<file path="config.mk">
export PLATFORM = sky130hd
export DESIGN_NAME = lls_color_stage
export DESIGN_NICKNAME = d
export VERILOG_FILES = /design/src/rtl/core/lls_pkg.sv /design/src/rtl/core/lls_color_stage.sv
export SDC_FILE = /design/constraint.sdc
export NUM_CORES = 2
export LEC_CHECK = 0
export ABC_CLOCK_PERIOD_IN_PS = 11200
export BUFFER_PORTS_ARGS = -buffer_cell sky130_fd_sc_hd__buf_4
export CAP_MARGIN = 5
export CORE_MARGIN = 2
export CORE_UTILIZATION = 50
export CTS_CLUSTER_SIZE = 28
export DETAILED_ROUTE_END_ITERATION = 12
export PLACE_DENSITY = 0.79
export SLEW_MARGIN = 20
export SYNTH_ARGS = -nofsm -noshare
export SYNTH_HDL_FRONTEND = slang
export SYNTH_SLANG_ARGS = --single-unit
</file>
<file path="constraint.sdc">
create_clock -name clk_i -period 11.2 [get_ports clk_i]
set_input_delay 0.56 -clock clk_i [delete_from_list [all_inputs] [get_ports clk_i]]
set_output_delay 0.56 -clock clk_i [all_outputs]
set_load 0.02 [all_outputs]
</file>
<file path="src/rtl/core/lls_pkg.sv">
// Shared constants, types and fixed-point coefficients of the luma sharpen block.
`default_nettype none

package lls_pkg;

  localparam int unsigned MAX_WIDTH  = 2048;
  localparam int unsigned MAX_HEIGHT = 4096;

  // Column index, width count (holds MAX_WIDTH itself) and row count (holds MAX_HEIGHT).
  localparam int unsigned COL_W  = $clog2(MAX_WIDTH);
  localparam int unsigned WCNT_W = $clog2(MAX_WIDTH + 1);
  localparam int unsigned ROW_W  = $clog2(MAX_HEIGHT + 1);

  // Configuration port.
  localparam int unsigned FW_W      = 12;
  localparam int unsigned FH_W      = 13;
  localparam int unsigned CFG_W     = 13;
  localparam int unsigned CFG_IDX_W = 1;
  localparam logic [CFG_IDX_W-1:0] REG_FRAME_WIDTH  = 1'b0;
  localparam logic [CFG_IDX_W-1:0] REG_FRAME_HEIGHT = 1'b1;
  localparam logic [FW_W-1:0] FRAME_WIDTH_RST  = 12'd640;
  localparam logic [FH_W-1:0] FRAME_HEIGHT_RST = 13'd480;

  // Input commands.
  localparam logic CMD_PIXEL = 1'b0;
  localparam logic CMD_DRAIN = 1'b1;

  localparam int unsigned PIX_W = 8;

  // Gray luminance, Q14.
  localparam int unsigned FRAC_W     = 14;
  localparam int unsigned LUMA_SUM_W = FRAC_W + PIX_W;
  localparam logic [LUMA_SUM_W-1:0] LUMA_KR   = 4899;
  localparam logic [LUMA_SUM_W-1:0] LUMA_KG   = 9617;
  localparam logic [LUMA_SUM_W-1:0] LUMA_KB   = 1868;
  localparam logic [LUMA_SUM_W-1:0] LUMA_HALF = 8192;

  // Mask sum, I and Q in Q14, channel accumulators in Q28.
  localparam int unsigned S_W   = 12;
  localparam int unsigned IQ_W  = 23;
  localparam int unsigned ACC_W = 42;
  localparam int unsigned Q28   = 28;

  localparam logic signed [IQ_W-1:0] K_IR = 9765;
  localparam logic signed [IQ_W-1:0] K_IG = -4489;
  localparam logic signed [IQ_W-1:0] K_IB = -5276;
  localparam logic signed [IQ_W-1:0] K_QR = 3457;
  localparam logic signed [IQ_W-1:0] K_QG = -8569;
  localparam logic signed [IQ_W-1:0] K_QB = 5112;

  localparam logic signed [ACC_W-1:0] K_RI = 15663;
  localparam logic signed [ACC_W-1:0] K_RQ = 10174;
  localparam logic signed [ACC_W-1:0] K_GI = -4456;
  localparam logic signed [ACC_W-1:0] K_GQ = -10600;
  localparam logic signed [ACC_W-1:0] K_BI = -18121;
  localparam logic signed [ACC_W-1:0] K_BQ = 27902;
  localparam logic signed [ACC_W-1:0] HALF_Q28 = ACC_W'(64'd1 << (Q28 - 1));

  typedef struct packed {
    logic [WCNT_W-1:0] w;
    logic [ROW_W-1:0]  h;
  } cfg_t;

  typedef struct packed {
    logic signed [S_W-1:0]  s;
    logic signed [IQ_W-1:0] iq;
    logic signed [IQ_W-1:0] qq;
    logic [PIX_W-1:0]       alpha;
    logic                   frame_last;
  } yiq_t;

endpackage

`default_nettype wire

</file>
<file path="src/rtl/core/lls_color_stage.sv">
// YIQ to RGB conversion with rounding, clamping and the output register.
`default_nettype none

module lls_color_stage
  import lls_pkg::*;
(
  input  wire logic             clk_i,
  input  wire logic             rst_ni,
  input  wire logic             yiq_valid_i,
  output logic                  yiq_ready_o,
  input  wire yiq_t             yiq_i,
  output logic                  out_valid_o,
  input  wire logic             out_ready_i,
  output logic [PIX_W-1:0]      out_red_o,
  output logic [PIX_W-1:0]      out_green_o,
  output logic [PIX_W-1:0]      out_blue_o,
  output logic [PIX_W-1:0]      out_alpha_o,
  output logic                  run_last_o,
  output logic                  frame_last_o
);

  logic s2_v_q;
  yiq_t s2_q;
  logic out_load;
  logic signed [ACC_W-1:0] ys, iq_x, qq_x, r_acc, g_acc, b_acc;

  // Round half up from Q28, then clamp to the channel range.
  function automatic logic [PIX_W-1:0] to_channel(input logic signed [ACC_W-1:0] acc);
    logic signed [ACC_W-1:0]     rnd;
    logic signed [ACC_W-Q28-1:0] whole;
    rnd   = acc + HALF_Q28;
    whole = rnd[ACC_W-1:Q28];
    if (whole < 0) begin
      return '0;
    end else if (whole > 255) begin
      return '1;
    end
    return whole[PIX_W-1:0];
  endfunction

  assign out_load    = s2_v_q && (!out_valid_o || out_ready_i);
  assign yiq_ready_o = !s2_v_q || out_load;
  assign run_last_o  = 1'b1;

  assign ys    = ACC_W'(s2_q.s) <<< Q28;
  assign iq_x  = ACC_W'(s2_q.iq);
  assign qq_x  = ACC_W'(s2_q.qq);
  assign r_acc = ys + K_RI * iq_x + K_RQ * qq_x;
  assign g_acc = ys + K_GI * iq_x + K_GQ * qq_x;
  assign b_acc = ys + K_BI * iq_x + K_BQ * qq_x;

  always_ff @(posedge clk_i or negedge rst_ni) begin
    if (!rst_ni) begin
      s2_v_q      <= 1'b0;
      out_valid_o <= 1'b0;
    end else begin
      if (yiq_ready_o) begin
        s2_v_q <= yiq_valid_i;
      end
      if (out_load) begin
        out_valid_o <= 1'b1;
      end else if (out_ready_i) begin
        out_valid_o <= 1'b0;
      end
    end
  end

  always_ff @(posedge clk_i) begin
    if (yiq_ready_o && yiq_valid_i) begin
      s2_q <= yiq_i;
    end
    if (out_load) begin
      out_red_o    <= to_channel(r_acc);
      out_green_o  <= to_channel(g_acc);
      out_blue_o   <= to_channel(b_acc);
      out_alpha_o  <= s2_q.alpha;
      frame_last_o <= s2_q.frame_last;
    end
  end

  a_s2_hold: assert property (@(posedge clk_i) disable iff (!rst_ni)
    s2_v_q && !yiq_ready_o |=> s2_v_q && $stable(s2_q))
    else $error("stalled word changed in the color stage");

endmodule

`default_nettype wire

</file>
==> results.txt <==
The count of flip-flops with a built-in enable after synthesis came out at 100. The run finished with clean final reports. The logs give 0.04911 mm^2 for the placed standard-cell area and 0 for the number of nets with antenna violations after routing. The die is 306.7 um tall. The final-report hold violation count is 0. The tools report the kind of end point of the critical path as a flip-flop.

The upper clock frequency limit came out at 0.09214 GHz. The path class of the tightest hold or removal check is primary input to flip-flop. In this run the worst path has a maximum fanout of 8. The clock tree skew after final layout was 37.46 ps.

The logs give 450 ps for the clock insertion delay at the later pin of the skew report and 27.77% for the all-layer global routing usage. A synthesized cell averages 10.09 um^2. The clock transition at the registers of the reported paths was 120 ps. The post-route cell area is 0.05005 mm^2, and the routed wirelength normalized by instance count is 20.87 um. The cell sitting at the root of the clock tree is a sky130_fd_sc_hd__clkbuf_16. The number of clock buffers added by TritonCTS is 9.

Compared with the post-synthesis result, the final layout area differs by 9.280%. The run gives 2 as the maximum buffer depth of the clock tree. The slowest cell on the critical path is sky130_fd_sc_hd__fa_2. The number of antenna repair diodes was 0.

The total of warnings raised by yosys was 0; the required time of the critical path was 11380 ps. The final critical path time including I/O delays and setup was 10850 ps. The kind of cell with the highest combined delay along the critical path is adder cells. The tools report the startpoint type of the worst setup path as a flip-flop.

The tools report the first-pass iteration count of the detailed router as 6. The clock net in this run drives a total of 102 sinks. Once the floorplan was initialized, standard cells occupied 50.20% of the core.

The area of the die came out at 0.09404 mm^2. The most numerous cell type found on the critical path is sky130_fd_sc_hd__fa_1. In the post-synthesis netlist, the biggest area contributors are sky130_fd_sc_hd__fa_1 44%, sky130_fd_sc_hd__ha_1 20%, sky130_fd_sc_hd__inv_1 12%.

In the synthesized netlist the async set-or-reset flop fraction comes to 1.961%. After filler insertion, the fill cell instance count of the layout stands at 7810. Detailed placement ended at an HPWL of 110100 um.

In this run the horizontal extent of the chip is 306.7 um. For the pin with the worst max-slew slack, the measured transition is 1056 ps. In this design, the stage delay of the slowest critical-path cell is 650 ps. The count of buffers added on input and output ports is 105. The synthesized netlist occupies a cell area of 0.04580 mm^2.

After detailed routing, the number of vias per cell comes to 5.350. By startpoint and endpoint, the worst setup path is classified as flip-flop to flip-flop. Entering global routing, the biggest net connects 48 pins. For the number of distinct library cells after synthesis, the log shows 77. The share of the yosys chip area belonging to registers came out at 6.665%.

At the end of the flow, the number of nets in the layout was 6600. The first global-routing pass estimated 195600 um of wire. The floorplan step defined a core boundary enclosing 0.09125 mm^2. The final critical path takes up 96.90% of the cycle. Data arrival time of the critical path: 11030 ps.

At the end of routability-driven placement, the weighted congestion stood at 1.028. The number of global-route vias before repair is 34660, and the overflow left after global routing is 0. Synthesis produced a netlist whose cell count is 4541.

Max-cap violations in this run came to 0. The number of buffers and inverters on the critical path is 6. TritonCTS built the clock tree.

The final layout contains routed wiring with a total length of 124700 um. The top-level I/O count is 107. The library cell occupying the most area in the post-synthesis netlist is sky130_fd_sc_hd__fa_1. The ratio of cells with drive above 1 in the final layout is 8.772%, and the initial antenna violation count is 1. The H-tree level count came out at 3. The detailed router finished its first iteration with 2238 violations. The run gives 31960 as the total number of vias. The final-report max-slew violation count was 0; the setup violation total in the final timing report was 0.

For the headroom to the max-slew limit, the log shows 27.78%. For this run, design rule violations remaining after detail routing come to 0. Synthesis inferred 102 register bits. The area share of the largest cell type after synthesis came out at 43.66%. The most used flip-flop cell after synthesis is sky130_fd_sc_hd__edfxtp_1. The net count after synthesis came out at 6358.

The floorplan has 111 rows.
per-layer routing:
layer  up-vias  GRT usage (%)  share of wire (%)
met5         -              0             0.0096
met4         2          15.06                6.5
met3       282          4.762                6.2
met2      1079          45.41                 48
met1     16160          35.27                 40
li1      14440              -                  -
cells in the mapped netlist, types with 4 or more instances:
cell / instances
sky130_fd_sc_hd__a2111oi_0: 4
sky130_fd_sc_hd__a211o_1: 9
sky130_fd_sc_hd__a211oi_1: 18
sky130_fd_sc_hd__a21boi_0: 8
sky130_fd_sc_hd__a21o_1: 100
sky130_fd_sc_hd__a21oi_1: 172
sky130_fd_sc_hd__a221oi_1: 4
sky130_fd_sc_hd__a31oi_1: 16
sky130_fd_sc_hd__a41o_1: 4
sky130_fd_sc_hd__a41oi_1: 5
sky130_fd_sc_hd__and2_1: 23
sky130_fd_sc_hd__and3_1: 16
sky130_fd_sc_hd__and4_1: 6
sky130_fd_sc_hd__clkbuf_1: 19
sky130_fd_sc_hd__edfxtp_1: 100
sky130_fd_sc_hd__fa_1: 999
sky130_fd_sc_hd__ha_1: 747
sky130_fd_sc_hd__inv_1: 1431
sky130_fd_sc_hd__mux2i_1: 6
sky130_fd_sc_hd__nand2_1: 97
sky130_fd_sc_hd__nand2b_1: 27
sky130_fd_sc_hd__nand3_1: 44
sky130_fd_sc_hd__nand3b_1: 5
sky130_fd_sc_hd__nand4_1: 23
sky130_fd_sc_hd__nor2_1: 110
sky130_fd_sc_hd__nor2b_1: 31
sky130_fd_sc_hd__nor3_1: 30
sky130_fd_sc_hd__nor3b_1: 5
sky130_fd_sc_hd__o211ai_1: 17
sky130_fd_sc_hd__o21a_1: 29
sky130_fd_sc_hd__o21ai_0: 97
sky130_fd_sc_hd__o21bai_1: 20
sky130_fd_sc_hd__o31a_1: 4
sky130_fd_sc_hd__o31ai_1: 6
sky130_fd_sc_hd__or2_2: 16
sky130_fd_sc_hd__or3_1: 5
sky130_fd_sc_hd__xnor2_1: 138
sky130_fd_sc_hd__xor2_1: 82
area by class of cell:
class | instances | area (um^2) | area share [%]
inverter | 1431 | 5404 | 10.80
multi-input combinational | 2986 | 37890 | 75.70
clock inverter | 7 | 76.32 | 0.1525
tap | 1186 | 1484 | 2.965
clock buffer | 9 | 225.2 | 0.4500
timing repair buffer | 253 | 1918 | 3.832
sequential | 102 | 3053 | 6.099
per-stage QoR:
step	util, %	hold slack, ps	std cells	setup TNS (ps)	setup slack, ps
global placement	53.83	342.8	5929	-2052	-258.7
global route	54.85	271.0	5974	-161.6	-30.32
finish	54.85	275.5	5974	0	346.7
floorplan	-	264.4	4541	-5523	-690.4
detailed placement	53.83	344.8	5929	-4816	-620.1
CTS	54.21	252.3	5949	0	5.181
cells by family after synthesis:
group | Yosys count | synth area share, %
xor gates and xnor gates | 220 | 4.207
and+or+nand+nor | 458 | 5.103
muxes | 8 | 0.1803
DFF | 102 | 6.665
AOI/OAI and AO/OA | 553 | 7.851
buffers and inverters | 1453 | 11.92
other | 1 | 0.008187
adders and majority gates | 1746 | 64.07
sequential cells by signal, indices dropped and copies added, names as in the netlist:
register	cells
frame_last_o	1
iq_x	23
out_alpha_o	8
out_blue_o	8
out_green_o	8
out_red_o	8
out_valid_o	1
qq_x	23
s2_q	21
s2_v_q	1
worst paths after layout:
| check | slack, ps | to | cells past startpoint | from |
|---|---|---|---|---|
| worst max register to register | 350 | out_blue_o[2]$_DFFE_PP_ | 36 | qq_x[22]$_DFFE_PP_ |
| max in group asynchronous | 10650 | s2_v_q$_DFFE_PN0N_ | 2 | rst_ni |
| worst max-delay path | 350 | out_blue_o[2]$_DFFE_PP_ | 36 | qq_x[22]$_DFFE_PP_ |
| min in group asynchronous | 460 | out_valid_o$_DFFE_PN0P_ | 2 | rst_ni |
| worst min register to register | 420 | out_alpha_o[7]$_DFFE_PP_ | 0 | s2_q[8]$_DFFE_PP_ |
| worst min-delay path | 280 | iq_x[15]$_DFFE_PP_ | 1 | yiq_i[47] |
layout by cell type (no fill, tap or decap), types with 11 or more instances in the layout:
cell type,n
sky130_fd_sc_hd__ha_1,725
sky130_fd_sc_hd__inv_1,1412
sky130_fd_sc_hd__xor2_1,78
sky130_fd_sc_hd__o21ai_1,14
sky130_fd_sc_hd__and3_1,15
sky130_fd_sc_hd__o21ai_0,83
sky130_fd_sc_hd__o21a_1,28
sky130_fd_sc_hd__and2_1,21
sky130_fd_sc_hd__nand2b_1,27
sky130_fd_sc_hd__a21o_1,100
sky130_fd_sc_hd__ha_4,14
sky130_fd_sc_hd__or2_2,15
sky130_fd_sc_hd__nor3_1,27
sky130_fd_sc_hd__buf_4,250
sky130_fd_sc_hd__a21oi_1,159
sky130_fd_sc_hd__a31oi_1,14
sky130_fd_sc_hd__o21bai_1,20
sky130_fd_sc_hd__xnor2_1,131
sky130_fd_sc_hd__fa_2,15
sky130_fd_sc_hd__edfxtp_1,100
sky130_fd_sc_hd__nor2b_1,30
sky130_fd_sc_hd__a211oi_1,15
sky130_fd_sc_hd__nor2_1,108
sky130_fd_sc_hd__nand3_1,42
sky130_fd_sc_hd__fa_1,984
sky130_fd_sc_hd__nand2_1,95
sky130_fd_sc_hd__o211ai_1,17
sky130_fd_sc_hd__a21oi_2,11
sky130_fd_sc_hd__nand4_1,23
worst register-to-register path, delay by kind of cell, from the launching register on:
family | cells | cell delay [ps]
DFF | 1 | 500
AOI/OAI and AO/OA | 9 | 1280
adders and majority gates | 13 | 6070
buffers and inverters | 6 | 650
xor gates and xnor gates | 1 | 440
and+or+nand+nor | 7 | 1670
repair_timing:
| action | 4_1_cts | 5_1_grt |
|---|---|---|
| setup endpoints to repair | 8 | 16 |
| hold endpoints to repair | 2 | 0 |
| hold buffers | 1 | 0 |
| buffers inserted | 3 | 25 |
| pin swaps | 2 | 32 |
| resized for setup | 5 | 106 |
Power is not shown: default switching activity piles up to over one toggle a cycle in this logic, so the estimate is an artifact.
